--- src/rtl/core/peni_pkg.sv ---
// ----------------------------------------------------------------------------
// peni_pkg
// Shared constants and types for the path/edge nearest intersection block.
// ----------------------------------------------------------------------------
`default_nettype none

package peni_pkg;

  localparam int COORD_WIDTH_DEF   = 16;
  localparam int FRACTION_BITS_DEF = 16;
  localparam int CFG_ADDR_W        = 4;
  localparam longint unsigned INIT_RANGE_RESET = 64'd256000;

  // control word for the shared multiply-accumulate unit
  typedef struct packed {
    logic en;
    logic clr;
    logic neg;
  } peni_mac_op_t;

endpackage

`default_nettype wire

--- src/rtl/core/peni_if.sv ---
// ----------------------------------------------------------------------------
// peni_if
// Valid/ready channels: edge items in, run results out.
// ----------------------------------------------------------------------------
`default_nettype none

interface peni_in_if #(
  parameter int CW = peni_pkg::COORD_WIDTH_DEF
) ();
  logic                 valid;
  logic                 ready;
  logic signed [CW-1:0] path_start_x;
  logic signed [CW-1:0] path_start_y;
  logic signed [CW-1:0] path_end_x;
  logic signed [CW-1:0] path_end_y;
  logic signed [CW-1:0] edge_start_x;
  logic signed [CW-1:0] edge_start_y;
  logic signed [CW-1:0] edge_end_x;
  logic signed [CW-1:0] edge_end_y;
  logic                 first_edge;
  logic                 last_edge;

  modport source (
    output valid, path_start_x, path_start_y, path_end_x, path_end_y,
           edge_start_x, edge_start_y, edge_end_x, edge_end_y, first_edge, last_edge,
    input  ready
  );
  modport sink (
    input  valid, path_start_x, path_start_y, path_end_x, path_end_y,
           edge_start_x, edge_start_y, edge_end_x, edge_end_y, first_edge, last_edge,
    output ready
  );
endinterface

interface peni_out_if #(
  parameter int CW = peni_pkg::COORD_WIDTH_DEF,
  parameter int RW = 2 * peni_pkg::COORD_WIDTH_DEF + 3
) ();
  logic                 valid;
  logic                 ready;
  logic                 any_hit;
  logic                 nearer_found;
  logic signed [CW-1:0] hit_x;
  logic signed [CW-1:0] hit_y;
  logic [RW-1:0]        hit_range_squared;

  modport source (
    output valid, any_hit, nearer_found, hit_x, hit_y, hit_range_squared,
    input  ready
  );
  modport sink (
    input  valid, any_hit, nearer_found, hit_x, hit_y, hit_range_squared,
    output ready
  );
endinterface

`default_nettype wire

--- src/rtl/core/path_edge_nearest_intersection.sv ---
// ----------------------------------------------------------------------------
// path_edge_nearest_intersection
// Strict path/edge crossing test with nearest-hit tracking over a run.
// ----------------------------------------------------------------------------
// One edge is taken at a time; in_chan.ready is low while it is worked on.
// An edge that misses passes through the side products on the shared
// multiply-accumulate unit, one decision and one finish step; an edge that
// crosses also passes through the one-bit-per-cycle divider for u and further
// MAC steps for the point and range.
// A run result sits in an output register, so the next edge is taken while it
// waits; initial_range_squared (RANGE_W-bit register, written at any address
// below 8) is loaded at the start of each run.
`default_nettype none

module path_edge_nearest_intersection #(
  parameter  int COORD_WIDTH   = peni_pkg::COORD_WIDTH_DEF,
  parameter  int FRACTION_BITS = peni_pkg::FRACTION_BITS_DEF,
  localparam int RANGE_W       = 2 * COORD_WIDTH + 3,
  localparam int CFG_DW        = ((RANGE_W + 31) / 32) * 32
) (
  input  wire                                 clk,
  input  wire                                 rst_n,
  peni_in_if.sink                             in_chan,
  peni_out_if.source                          out_chan,
  input  wire                                 psel,
  input  wire                                 penable,
  input  wire                                 pwrite,
  input  wire  [peni_pkg::CFG_ADDR_W-1:0]     paddr,
  input  wire  [CFG_DW-1:0]                   pwdata,
  output logic [CFG_DW-1:0]                   prdata,
  output logic                                pready
);
  import peni_pkg::*;

  localparam int CW    = COORD_WIDTH;
  localparam int FB    = FRACTION_BITS;
  localparam int DW    = CW + 1;
  localparam int XW    = 2 * CW + 3;
  localparam int NW    = XW + 1;
  localparam int OP_W  = (CW + 2 > FB + 1) ? CW + 2 : FB + 1;
  localparam int ACC_W = 2 * OP_W + 1;

  typedef enum logic [2:0] {
    S_IDLE,
    S_CROSS,
    S_DECIDE,
    S_DIV,
    S_SCALE,
    S_FINISH
  } state_t;

  state_t state_r;
  logic [3:0] step_r;

  // item registers
  logic signed [CW-1:0] psx_r, psy_r, pex_r, pey_r;
  logic signed [CW-1:0] esx_r, esy_r, eex_r, eey_r;
  logic                 last_r;

  // run state
  logic [RANGE_W-1:0]   init_range_r;
  logic                 hit_seen_r;
  logic                 nearer_seen_r;
  logic [RANGE_W-1:0]   nearest_range_r;
  logic signed [CW-1:0] nearest_x_r, nearest_y_r;

  // side products and hit point
  logic signed [XW-1:0] s1s_r, s1e_r, s2s_r, s2e_r;
  logic signed [CW-1:0] hx_r, hy_r;

  // output register
  logic                 out_valid_r;
  logic                 out_any_r, out_nearer_r;
  logic signed [CW-1:0] out_x_r, out_y_r;
  logic [RANGE_W-1:0]   out_range_r;

  logic signed [DW-1:0] pdx, pdy, edx, edy, ax, ay, bx, by, qx, qy, dx, dy;
  logic [DW-1:0]        edx_mag, edy_mag;
  logic [XW-1:0]        s1s_mag, s1e_mag;
  logic [NW-1:0]        div_den;
  logic                 opp1, opp2, hit;

  peni_mac_op_t            mac_op;
  logic signed [OP_W-1:0]  mul_a, mul_b;
  logic signed [ACC_W-1:0] acc;
  logic signed [OP_W-1:0]  u_op;

  logic                 div_start, div_done;
  logic [FB-1:0]        div_quo;

  logic [CW-1:0]        off;
  logic signed [CW+1:0] off_s, h_sum;
  logic signed [CW-1:0] h_base;
  logic                 h_neg;
  logic [RANGE_W-1:0]   range_new;
  logic                 cfg_wr, out_free;

  always_comb begin
    pdx = DW'(pex_r) - DW'(psx_r);
    pdy = DW'(pey_r) - DW'(psy_r);
    edx = DW'(eex_r) - DW'(esx_r);
    edy = DW'(eey_r) - DW'(esy_r);
    ax  = DW'(esx_r) - DW'(psx_r);
    ay  = DW'(esy_r) - DW'(psy_r);
    bx  = DW'(eex_r) - DW'(psx_r);
    by  = DW'(eey_r) - DW'(psy_r);
    qx  = DW'(pex_r) - DW'(esx_r);
    qy  = DW'(pey_r) - DW'(esy_r);
    dx  = DW'(psx_r) - DW'(hx_r);
    dy  = DW'(psy_r) - DW'(hy_r);
    edx_mag = edx[DW-1] ? DW'(-edx) : DW'(edx);
    edy_mag = edy[DW-1] ? DW'(-edy) : DW'(edy);
    s1s_mag = s1s_r[XW-1] ? XW'(-s1s_r) : XW'(s1s_r);
    s1e_mag = s1e_r[XW-1] ? XW'(-s1e_r) : XW'(s1e_r);
    div_den = NW'(s1s_mag) + NW'(s1e_mag);
    opp1 = (s1s_r != '0) && (s1e_r != '0) && (s1s_r[XW-1] ^ s1e_r[XW-1]);
    opp2 = (s2s_r != '0) && (s2e_r != '0) && (s2s_r[XW-1] ^ s2e_r[XW-1]);
    hit  = opp1 && opp2;
    div_start = (state_r == S_DECIDE) && hit;
    u_op = signed'({{(OP_W-FB){1'b0}}, div_quo});
  end

  // operand schedule for the shared MAC
  always_comb begin
    mac_op = '0;
    mul_a  = '0;
    mul_b  = '0;
    case (state_r)
      S_CROSS: begin
        case (step_r)
          4'd0: begin mul_a = OP_W'(pdx); mul_b = OP_W'(ay); mac_op = '{1'b1, 1'b1, 1'b0}; end
          4'd1: begin mul_a = OP_W'(pdy); mul_b = OP_W'(ax); mac_op = '{1'b1, 1'b0, 1'b1}; end
          4'd2: begin mul_a = OP_W'(pdx); mul_b = OP_W'(by); mac_op = '{1'b1, 1'b1, 1'b0}; end
          4'd3: begin mul_a = OP_W'(pdy); mul_b = OP_W'(bx); mac_op = '{1'b1, 1'b0, 1'b1}; end
          4'd4: begin mul_a = OP_W'(edx); mul_b = OP_W'(ay); mac_op = '{1'b1, 1'b1, 1'b1}; end
          4'd5: begin mul_a = OP_W'(edy); mul_b = OP_W'(ax); mac_op = '{1'b1, 1'b0, 1'b0}; end
          4'd6: begin mul_a = OP_W'(edx); mul_b = OP_W'(qy); mac_op = '{1'b1, 1'b1, 1'b0}; end
          4'd7: begin mul_a = OP_W'(edy); mul_b = OP_W'(qx); mac_op = '{1'b1, 1'b0, 1'b1}; end
          default: ;
        endcase
      end
      S_SCALE: begin
        case (step_r)
          4'd0: begin
            mul_a  = signed'({{(OP_W-DW){1'b0}}, edx_mag});
            mul_b  = u_op;
            mac_op = '{1'b1, 1'b1, 1'b0};
          end
          4'd1: begin
            mul_a  = signed'({{(OP_W-DW){1'b0}}, edy_mag});
            mul_b  = u_op;
            mac_op = '{1'b1, 1'b1, 1'b0};
          end
          4'd4: begin mul_a = OP_W'(dx); mul_b = OP_W'(dx); mac_op = '{1'b1, 1'b1, 1'b0}; end
          4'd5: begin mul_a = OP_W'(dy); mul_b = OP_W'(dy); mac_op = '{1'b1, 1'b0, 1'b0}; end
          default: ;
        endcase
      end
      default: ;
    endcase
  end

  // hit point: edge start plus truncated offset
  always_comb begin
    off    = acc[FB+CW-1:FB];
    off_s  = signed'({2'b00, off});
    h_base = (step_r == 4'd2) ? esx_r : esy_r;
    h_neg  = (step_r == 4'd2) ? edx[DW-1] : edy[DW-1];
    h_sum  = (CW+2)'(h_base) + (h_neg ? -off_s : off_s);
    range_new = acc[RANGE_W-1:0];
  end

  peni_mac #(
    .OP_W  (OP_W),
    .ACC_W (ACC_W)
  ) u_mac (
    .clk   (clk),
    .rst_n (rst_n),
    .op    (mac_op),
    .a     (mul_a),
    .b     (mul_b),
    .acc   (acc)
  );

  peni_div #(
    .NW (NW),
    .QW (FB)
  ) u_div (
    .clk   (clk),
    .rst_n (rst_n),
    .start (div_start),
    .num   (NW'(s1s_mag)),
    .den   (div_den),
    .done  (div_done),
    .quo   (div_quo)
  );

  assign cfg_wr   = psel && penable && pwrite;
  assign pready   = 1'b1;
  assign prdata   = {{(CFG_DW-RANGE_W){1'b0}}, init_range_r};
  assign out_free = !out_valid_r || out_chan.ready;

  assign in_chan.ready          = (state_r == S_IDLE);
  assign out_chan.valid         = out_valid_r;
  assign out_chan.any_hit       = out_any_r;
  assign out_chan.nearer_found  = out_nearer_r;
  assign out_chan.hit_x         = out_x_r;
  assign out_chan.hit_y         = out_y_r;
  assign out_chan.hit_range_squared = out_range_r;

  always_ff @(posedge clk) begin
    if (!rst_n) begin
      state_r         <= S_IDLE;
      step_r          <= '0;
      init_range_r    <= RANGE_W'(INIT_RANGE_RESET);
      nearest_range_r <= RANGE_W'(INIT_RANGE_RESET);
      hit_seen_r      <= 1'b0;
      nearer_seen_r   <= 1'b0;
      nearest_x_r     <= '0;
      nearest_y_r     <= '0;
      out_valid_r     <= 1'b0;
    end else begin
      if (cfg_wr && !paddr[3]) begin
        init_range_r <= pwdata[RANGE_W-1:0];
      end
      if (out_valid_r && out_chan.ready && !(state_r == S_FINISH && last_r)) begin
        out_valid_r <= 1'b0;
      end
      case (state_r)
        S_IDLE: begin
          if (in_chan.valid) begin
            psx_r  <= in_chan.path_start_x;
            psy_r  <= in_chan.path_start_y;
            pex_r  <= in_chan.path_end_x;
            pey_r  <= in_chan.path_end_y;
            esx_r  <= in_chan.edge_start_x;
            esy_r  <= in_chan.edge_start_y;
            eex_r  <= in_chan.edge_end_x;
            eey_r  <= in_chan.edge_end_y;
            last_r <= in_chan.last_edge;
            if (in_chan.first_edge) begin
              hit_seen_r      <= 1'b0;
              nearer_seen_r   <= 1'b0;
              nearest_range_r <= init_range_r;
              nearest_x_r     <= '0;
              nearest_y_r     <= '0;
            end
            step_r  <= '0;
            state_r <= S_CROSS;
          end
        end
        S_CROSS: begin
          step_r <= step_r + 4'd1;
          case (step_r)
            4'd3: s1s_r <= acc[XW-1:0];
            4'd5: s1e_r <= acc[XW-1:0];
            4'd7: s2s_r <= acc[XW-1:0];
            4'd9: begin
              s2e_r   <= acc[XW-1:0];
              state_r <= S_DECIDE;
            end
            default: ;
          endcase
        end
        S_DECIDE: begin
          state_r <= hit ? S_DIV : S_FINISH;
        end
        S_DIV: begin
          if (div_done) begin
            step_r  <= '0;
            state_r <= S_SCALE;
          end
        end
        S_SCALE: begin
          step_r <= step_r + 4'd1;
          case (step_r)
            4'd2: hx_r <= h_sum[CW-1:0];
            4'd3: hy_r <= h_sum[CW-1:0];
            4'd7: begin
              hit_seen_r <= 1'b1;
              if (range_new < nearest_range_r) begin
                nearest_range_r <= range_new;
                nearest_x_r     <= hx_r;
                nearest_y_r     <= hy_r;
                nearer_seen_r   <= 1'b1;
              end
              state_r <= S_FINISH;
            end
            default: ;
          endcase
        end
        S_FINISH: begin
          if (!last_r) begin
            state_r <= S_IDLE;
          end else if (out_free) begin
            out_valid_r     <= 1'b1;
            out_any_r       <= hit_seen_r;
            out_nearer_r    <= nearer_seen_r;
            out_x_r         <= nearer_seen_r ? nearest_x_r : '0;
            out_y_r         <= nearer_seen_r ? nearest_y_r : '0;
            out_range_r     <= nearer_seen_r ? nearest_range_r : '0;
            hit_seen_r      <= 1'b0;
            nearer_seen_r   <= 1'b0;
            nearest_range_r <= init_range_r;
            nearest_x_r     <= '0;
            nearest_y_r     <= '0;
            state_r         <= S_IDLE;
          end
        end
        default: state_r <= S_IDLE;
      endcase
    end
  end

endmodule

`default_nettype wire

--- src/rtl/core/peni_mac.sv ---
// ----------------------------------------------------------------------------
// peni_mac
// Shared signed multiply-accumulate unit, product registered before the add.
// ----------------------------------------------------------------------------
`default_nettype none

module peni_mac #(
  parameter int OP_W  = 18,
  parameter int ACC_W = 2 * OP_W + 1
) (
  input  wire                       clk,
  input  wire                       rst_n,
  input  peni_pkg::peni_mac_op_t    op,
  input  wire  signed [OP_W-1:0]    a,
  input  wire  signed [OP_W-1:0]    b,
  output logic signed [ACC_W-1:0]   acc
);
  import peni_pkg::*;

  logic signed [2*OP_W-1:0] prod_r;
  peni_mac_op_t             op_r;
  logic signed [ACC_W-1:0]  acc_r;
  logic signed [ACC_W-1:0]  base;
  logic signed [ACC_W-1:0]  prod_ext;
  logic signed [ACC_W-1:0]  acc_nxt;

  always_comb begin
    base     = op_r.clr ? '0 : acc_r;
    prod_ext = ACC_W'(prod_r);
    acc_nxt  = op_r.neg ? base - prod_ext : base + prod_ext;
  end

  always_ff @(posedge clk) begin
    if (!rst_n) begin
      op_r <= '0;
    end else begin
      op_r <= op;
    end
    prod_r <= a * b;
    if (op_r.en) begin
      acc_r <= acc_nxt;
    end
  end

  assign acc = acc_r;

endmodule

`default_nettype wire

--- src/rtl/core/peni_div.sv ---
// ----------------------------------------------------------------------------
// peni_div
// Restoring fraction divider: quo = floor(num * 2^QW / den), num < den.
// ----------------------------------------------------------------------------
`default_nettype none

module peni_div #(
  parameter int NW = 36,
  parameter int QW = 16
) (
  input  wire           clk,
  input  wire           rst_n,
  input  wire           start,
  input  wire  [NW-1:0] num,
  input  wire  [NW-1:0] den,
  output logic          done,
  output logic [QW-1:0] quo
);
  import peni_pkg::*;

  localparam int CNT_W = $clog2(QW + 1);

  logic [NW-1:0]    rem_r;
  logic [NW-1:0]    den_r;
  logic [QW-1:0]    quo_r;
  logic [CNT_W-1:0] cnt_r;
  logic             busy_r;
  logic             done_r;
  logic [NW:0]      rem2;
  logic [NW:0]      rem_sub;
  logic             ge;

  always_comb begin
    rem2    = {rem_r, 1'b0};
    ge      = rem2 >= {1'b0, den_r};
    rem_sub = rem2 - {1'b0, den_r};
  end

  always_ff @(posedge clk) begin
    if (!rst_n) begin
      busy_r <= 1'b0;
      done_r <= 1'b0;
      cnt_r  <= '0;
    end else begin
      done_r <= 1'b0;
      if (start) begin
        rem_r  <= num;
        den_r  <= den;
        cnt_r  <= CNT_W'(QW);
        busy_r <= 1'b1;
      end else if (busy_r) begin
        rem_r <= ge ? rem_sub[NW-1:0] : rem2[NW-1:0];
        quo_r <= {quo_r[QW-2:0], ge};
        cnt_r <= cnt_r - CNT_W'(1);
        if (cnt_r == CNT_W'(1)) begin
          busy_r <= 1'b0;
          done_r <= 1'b1;
        end
      end
    end
  end

  assign done = done_r;
  assign quo  = quo_r;

endmodule

`default_nettype wire
--- src/flat_wrapper.sv ---
// flat-port wrapper written by rule: the top's interface ports become plain ports
module path_edge_nearest_intersection_flat import peni_pkg::*;
#(
  parameter  int COORD_WIDTH   = peni_pkg::COORD_WIDTH_DEF,
  parameter  int FRACTION_BITS = peni_pkg::FRACTION_BITS_DEF,
  localparam int RANGE_W       = 2 * COORD_WIDTH + 3,
  localparam int CFG_DW        = ((RANGE_W + 31) / 32) * 32
)
  (clk, rst_n, psel, penable, pwrite, paddr, pwdata, prdata, pready, in_chan_valid, in_chan_path_start_x, in_chan_path_start_y, in_chan_path_end_x, in_chan_path_end_y, in_chan_edge_start_x, in_chan_edge_start_y, in_chan_edge_end_x, in_chan_edge_end_y, in_chan_first_edge, in_chan_last_edge, in_chan_ready, out_chan_valid, out_chan_any_hit, out_chan_nearer_found, out_chan_hit_x, out_chan_hit_y, out_chan_hit_range_squared, out_chan_ready);
  peni_in_if in_chan_i ();
  peni_out_if out_chan_i ();
  input  wire clk;
  input  wire rst_n;
  input  wire psel;
  input  wire penable;
  input  wire pwrite;
  input  wire  [peni_pkg::CFG_ADDR_W-1:0] paddr;
  input  wire  [CFG_DW-1:0] pwdata;
  output logic [CFG_DW-1:0] prdata;
  output logic pready;
  input wire logic [$bits(in_chan_i.valid)-1:0] in_chan_valid;
  input wire logic [$bits(in_chan_i.path_start_x)-1:0] in_chan_path_start_x;
  input wire logic [$bits(in_chan_i.path_start_y)-1:0] in_chan_path_start_y;
  input wire logic [$bits(in_chan_i.path_end_x)-1:0] in_chan_path_end_x;
  input wire logic [$bits(in_chan_i.path_end_y)-1:0] in_chan_path_end_y;
  input wire logic [$bits(in_chan_i.edge_start_x)-1:0] in_chan_edge_start_x;
  input wire logic [$bits(in_chan_i.edge_start_y)-1:0] in_chan_edge_start_y;
  input wire logic [$bits(in_chan_i.edge_end_x)-1:0] in_chan_edge_end_x;
  input wire logic [$bits(in_chan_i.edge_end_y)-1:0] in_chan_edge_end_y;
  input wire logic [$bits(in_chan_i.first_edge)-1:0] in_chan_first_edge;
  input wire logic [$bits(in_chan_i.last_edge)-1:0] in_chan_last_edge;
  output wire logic [$bits(in_chan_i.ready)-1:0] in_chan_ready;
  output wire logic [$bits(out_chan_i.valid)-1:0] out_chan_valid;
  output wire logic [$bits(out_chan_i.any_hit)-1:0] out_chan_any_hit;
  output wire logic [$bits(out_chan_i.nearer_found)-1:0] out_chan_nearer_found;
  output wire logic [$bits(out_chan_i.hit_x)-1:0] out_chan_hit_x;
  output wire logic [$bits(out_chan_i.hit_y)-1:0] out_chan_hit_y;
  output wire logic [$bits(out_chan_i.hit_range_squared)-1:0] out_chan_hit_range_squared;
  input wire logic [$bits(out_chan_i.ready)-1:0] out_chan_ready;
  assign in_chan_i.valid = in_chan_valid;
  assign in_chan_i.path_start_x = in_chan_path_start_x;
  assign in_chan_i.path_start_y = in_chan_path_start_y;
  assign in_chan_i.path_end_x = in_chan_path_end_x;
  assign in_chan_i.path_end_y = in_chan_path_end_y;
  assign in_chan_i.edge_start_x = in_chan_edge_start_x;
  assign in_chan_i.edge_start_y = in_chan_edge_start_y;
  assign in_chan_i.edge_end_x = in_chan_edge_end_x;
  assign in_chan_i.edge_end_y = in_chan_edge_end_y;
  assign in_chan_i.first_edge = in_chan_first_edge;
  assign in_chan_i.last_edge = in_chan_last_edge;
  assign in_chan_ready = in_chan_i.ready;
  assign out_chan_valid = out_chan_i.valid;
  assign out_chan_any_hit = out_chan_i.any_hit;
  assign out_chan_nearer_found = out_chan_i.nearer_found;
  assign out_chan_hit_x = out_chan_i.hit_x;
  assign out_chan_hit_y = out_chan_i.hit_y;
  assign out_chan_hit_range_squared = out_chan_i.hit_range_squared;
  assign out_chan_i.ready = out_chan_ready;
  path_edge_nearest_intersection #(.COORD_WIDTH(COORD_WIDTH), .FRACTION_BITS(FRACTION_BITS)) u_core (.clk(clk), .rst_n(rst_n), .in_chan(in_chan_i), .out_chan(out_chan_i), .psel(psel), .penable(penable), .pwrite(pwrite), .paddr(paddr), .pwdata(pwdata), .prdata(prdata), .pready(pready));
endmodule
--- config.mk ---
export PLATFORM = sky130hd
export DESIGN_NAME = path_edge_nearest_intersection_flat
export DESIGN_NICKNAME = d
export VERILOG_FILES = /design/src/rtl/core/peni_pkg.sv /design/src/rtl/core/peni_if.sv /design/src/rtl/core/path_edge_nearest_intersection.sv /design/src/rtl/core/peni_mac.sv /design/src/rtl/core/peni_div.sv /design/src/flat_wrapper.sv
export SDC_FILE = /design/constraint.sdc
export NUM_CORES = 2
export LEC_CHECK = 0
export BUFFER_PORTS_ARGS = -buffer_cell sky130_fd_sc_hd__buf_2
export CORE_MARGIN = 5
export CORE_UTILIZATION = 40
export DETAILED_ROUTE_END_ITERATION = 8
export HOLD_SLACK_MARGIN = 0.12
export PLACE_DENSITY_LB_ADDON = 0.2
export SLEW_MARGIN = 30
export SYNTH_ARGS = -nofsm -noshare
export SYNTH_HDL_FRONTEND = slang
export SYNTH_HIERARCHICAL = 1
export SYNTH_SLANG_ARGS = --single-unit
--- constraint.sdc ---
create_clock -name clk -period 9.7 [get_ports clk]
set_input_delay 1.94 -clock clk [delete_from_list [all_inputs] [get_ports clk]]
set_output_delay 1.94 -clock clk [all_outputs]
set_load 0.01 [all_outputs]
======== Word-level counts from Yosys, hierarchy flattened ========
Index checks and enable logic that the tools add are counted.
storage, ports and cells
  input port bits ......................... 205
  output and inout bits ................... 136
  bits in registers ....................... 653
cells by class
  eq/ne operators ......................... 23
  $add $sub $neg .......................... 24
  multiply operators ...................... 1
  muxes and demuxes ....................... 68
  bitwise operators ....................... 5
  magnitude comparators ................... 2
  reduce and logical (&&, ||, !) cells .... 53
operators with widths
  operator                                          number
  35-bit two-way mux                                9
  16-bit by 16-bit subtractor with 17-bit output    12
  16-bit two-way mux                                10
  18-bit one-hot mux with 4 select lines            2
  35-bit nonzero test                               4
  18-bit one-hot mux with 6 select lines            1
  35-bit one-hot mux with 3 select lines            1
  16-bit one-hot mux with 3 select lines            2
  37-bit two-way mux                                2
  36-bit two-way mux                                2
  18-bit one-hot mux with 2 select lines            2
  35-bit negation                                   2
  18-bit one-hot mux with 3 select lines            1
  37-bit by 36-bit adder with 37-bit output         1
  37-bit by 36-bit >= comparator with 1-bit output  1
  37-bit by 36-bit subtractor with 37-bit output    1
  35-bit by 35-bit adder with 36-bit output         1
  18-bit by 18-bit multiplier with 36-bit output    1
  36-bit subtractor                                 1
  35-bit less-than comparator                       1
  17-bit two-way mux                                2
  17-bit negation                                   2
  3-bit AND reduction                               9
  3-bit two-way mux                                 7
  other kinds (39)                                  99

======== Longest topological paths before layout ========
  depth in word-level cells ............... 8
  depth in mapped cells ................... 44

======== Modules after synthesis ========
The synthesis kept the hierarchy.
modules (own cells, without submodules)
  module                          area an instance (µm²)  cells each  times used
  path_edge_nearest_intersection  31,316.3                3,109       1
  peni_mac                        16,988.8                1,862       1
  peni_div                        5,818.1                 567         1

======== Worst setup path before layout ========
No wires, ideal clock.
  kind .................................... reg2reg
  start point ............................. reg u_core.step_r[0]
  end point ............................... reg u_core.u_mac.prod_r[30]
  stages on the path, launching flop included .. 41
  path slack .............................. 0.105 ns
  arrival time ............................ 9.472 ns
  path buffers ............................ 4
  cells stage by stage .................... dfxtp_1 -> inv_1 -> ha_1 -> clkbuf_1 -> nor2b_1 -> clkbuf_1 -> clkbuf_1 -> nor2_1 -> a21oi_1 -> ha_1 -> fa_1 -> nor2b_1 -> o21a_1 -> a31o_2 -> or3_1 -> a41oi_1 -> a21oi_1 -> a211o_1 -> [5 not listed] -> nor2_1 -> fa_1 -> fa_1 -> fa_1 -> fa_1 -> fa_1 -> inv_1 -> fa_1 -> inv_1 -> ha_1 -> a211o_1 -> a311oi_1 -> o21ai_0 -> a31o_2 -> o2111ai_1 -> nand3b_1 -> a211oi_1 -> nor2_1
between the ends
  word-level cells in the longest chain between the ends .. 5
ends and longest elaborated chain
  element                                                                                                  RTL line                                                                      source
  start: declaration                                                                                       path_edge_nearest_intersection.sv:53                                          logic [3:0] step_r;
  start signal: assignment                                                                                 path_edge_nearest_intersection.sv:253                                         step_r <= step_r + 4'd1;
  start signal: assignment                                                                                 path_edge_nearest_intersection.sv:275                                         step_r <= step_r + 4'd1;
  4-bit by 1-bit equality test with 1-bit output, or another cell as far along                             path_edge_nearest_intersection.sv:130, path_edge_nearest_intersection.sv:143
  2-bit OR reduction (no line)                                                                             -
  18-bit one-hot mux with 6 select lines / 18-bit one-hot mux with 3 select lines (equally long branches)  path_edge_nearest_intersection.sv:130, path_edge_nearest_intersection.sv:143
  18-bit one-hot mux with 2 select lines *                                                                 path_edge_nearest_intersection.sv:128                                         case (state_r)
  via u_core.mul_b[16]                                                                                     path_edge_nearest_intersection.sv:84                                          logic signed [OP_W-1:0] mul_a, mul_b;
  18-bit by 18-bit multiplier with 36-bit output *                                                         peni_mac.sv:39                                                                prod_r <= a * b;
  end signal: assignment                                                                                   peni_mac.sv:39
  end: declaration                                                                                         peni_mac.sv:20                                                                logic signed [2*OP_W-1:0] prod_r;
Mark *: on every way through the listed nets, which the timed path passes. The rest lies on a longest branch.
A chain may end at the register's enable or synchronous reset.

======== Worst setup path after layout ========
  start point ............................. reg u_core.step_r[1]
  end point ............................... reg u_core.u_mac.prod_r[34]
The elaborated chain is that of the path after synthesis.

==> flow_metrics.env <==
export IMPL_die_y_um=376.3
export IMPL_initial_utilization_pct=40.21
export IMPL_drc=0
export IMPL_gp_congestion=0.9825
export IMPL_cp_arrival_ps=9990
export IMPL_setup_ws_ps=279.0
export IMPL_fillers=12790
export IMPL_path_delay_family="adder cells"
export IMPL_ys_warn_count=6
export IMPL_holdWs_ps=450.0
export IMPL_ctsHtreeMaxLevel=3
export IMPL_synth_area_um2=53660
export IMPL_crit_required_ps=10270
export IMPL_powerDensity_nw_per_um2=238.0
export IMPL_num_rows=134
export IMPL_cts_buffer_depth=3
export IMPL_rrSetupSlack_ps=280
export IMPL_pwr_share_seq_pct=26.6
export IMPL_status="finished, final reports clean"
export IMPL_clk_pin_slew_worst_paths_ps=60
export IMPL_vias=42560
export IMPL_die_area_um2=141600
export IMPL_ios=341
export IMPL_crit_type="flip-flop to flip-flop"
export IMPL_antenna_found_initial=3
export IMPL_switching_share_pct=42.85
export IMPL_drt_initial_drc_count=3619
export IMPL_p_sw_w=0.006248
export IMPL_finalMaxSlewViolations=0
export IMPL_syn_to_final_growth_pct=14.17
export IMPL_worst_path_buf_inv=7
export IMPL_dpl_worst_slack_ps=-143.0
export IMPL_ctsRootBufferMaster="clkbuf_16"
export IMPL_grt_pass1_vias=41440
export IMPL_wire_per_inst_um=21.96
export IMPL_dp_hpwl_um=136600
export IMPL_synth_avg_cell_area_um2=9.790
export IMPL_min_path_type="flip-flop to flip-flop"
export IMPL_drive_above_1_share_pct=14.07
export IMPL_finClkSkew_ps=50.45
export IMPL_dr_pass1_iters=6
export IMPL_wl_um=169600
export IMPL_maxCapViolCount=0
export IMPL_leakage_nw=26.36
export IMPL_final_nets=6864
export IMPL_cpPeakStageDelay_ps=530
export IMPL_port_buffer_count=278
export IMPL_worst_setup_path_end_kind="flip-flop"
export IMPL_p_int_w=0.008332
export IMPL_syn_inst=5481
export IMPL_coreArea_um2=133500
export IMPL_grt_overflow=0
export IMPL_seq_area_um2=17950
export IMPL_period_minus_slack_ps=9421
export IMPL_tightest_slew_ps=1076
export IMPL_clock_sinks=650
export IMPL_hold_viol=0
export IMPL_crit_fanout=7
export IMPL_grtUsageTotal_pct=23.36
export IMPL_grt_first_pass_wirelength_um=254900
export IMPL_grt_max_degree=72
export IMPL_finalSetupViolCount=0
export IMPL_comb_power_share_pct=54.0
export IMPL_multi_input_comb_area_um2=32800
export IMPL_cts_tree="done"
export IMPL_slew_limit_headroom_pct=27.50
export IMPL_clkPwrFrac_pct=19.4
export IMPL_post_route_period_util_pct=97.12
export IMPL_detail_route_antenna_nets=0
export IMPL_via_per_inst=5.510
export IMPL_cts_buffers=73
export IMPL_slowest_stage="fa_1"
export IMPL_start_kind="flip-flop"
export IMPL_ir_worst_vdd_mv=0.1485
export IMPL_fmax_mhz=106.1
export IMPL_worstSkewPairLatency_ps=690
export IMPL_rsz0062_at_grt="yes"
export IMPL_path_common_cell="fa_1"
export IMPL_die_w_um=376.3
==> routing by layer <==
layer	track usage [%]	vias up	share of wire (%)
li1	-	19940	-
met1	34.35	20940	47
met2	36.37	1474	44
met3	3.986	202	7.8
met4	4.757	0	2.0
met5	0	-	0
==> timing repair <==
action,4_1_cts,5_1_grt
pin swaps,0,12
setup endpoints to repair,6,12
buffers inserted,0,17
gates cloned,0,1
hold buffers,0,0
gates resized for setup,3,67
==> layout make-up <==
class                      instances  area share, %
timing repair buffer             527          5.733
multi-input combinational       4012          53.54
tap                             1768          3.611
clock inverter                    46         0.7291
inverter                         632          3.878
antenna                            1       0.004085
clock buffer                      87          3.204
sequential                       650          29.30
==> per-stage QoR <==
stage	instance area [µm²]	utilization, %	total power, W	TNS, ps	cells
2_1_floorplan	53770	-	0.008833	0	5510
3_3_place_gp	58250	43.64	0.01148	-238.3	7566
3_5_place_dp	58330	43.71	0.01154	-416.9	7569
4_1_cts	60770	45.53	0.01444	0	7702
5_1_grt	61260	45.90	0.01558	-35.64	7722
6_report	61270	45.91	0.01458	0	7723
==> placed cells by master, fill, tap and decap left out, types with 238 or more instances in the layout <==
master      n
xnor2_1   255
buf_2     277
nand2_1   476
edfxtp_1  493
fa_1      342
ha_1      416
and2_1    256
inv_1     630
nor2_1    238
a21oi_1   276
==> registers in the layout (all words and copies together), names as in the netlist, 35 cells and up <==
name                               cells
u_core/out_chan.hit_range_squared     35
u_core/u_mac/acc                      35
u_core/u_div/den_r                    36
u_core/init_range_r                   35
u_core/s1s_r                          35
u_core/nearest_range_r                35
u_core/u_div/rem_r                    36
u_core/u_mac/prod_r                   35
u_core/s1e_r                          35
u_core/s2e_r                          35
u_core/s2s_r                          35
==> power by group through the flow <==
| stage | Combinational, W | Sequential [W] | Clock [W] |
|---|---|---|---|
| 6_report | 0.00788 | 0.00388 | 0.00283 |
| 2_1_floorplan | 0.00510 | 0.00374 | 0 |
| 5_1_grt | 0.00866 | 0.00390 | 0.00302 |
| 4_1_cts | 0.00767 | 0.00387 | 0.00290 |
| 3_3_place_gp | 0.00755 | 0.00393 | 0 |
| 3_5_place_dp | 0.00761 | 0.00393 | 0 |
==> path summary, 6_finish.rpt <==
kind                                        start                 endpoint  cells past startpoint
worst max-delay path             u_core/step_r[1]  u_core/u_mac/prod_r[34]                     37
worst min-delay path            u_core/hit_seen_r  u_core/out_chan.any_hit                      0
worst max register to register   u_core/step_r[1]  u_core/u_mac/prod_r[34]                     37
worst min register to register  u_core/hit_seen_r  u_core/out_chan.any_hit                      0
Note: power is estimated with default switching activity, not from simulation.
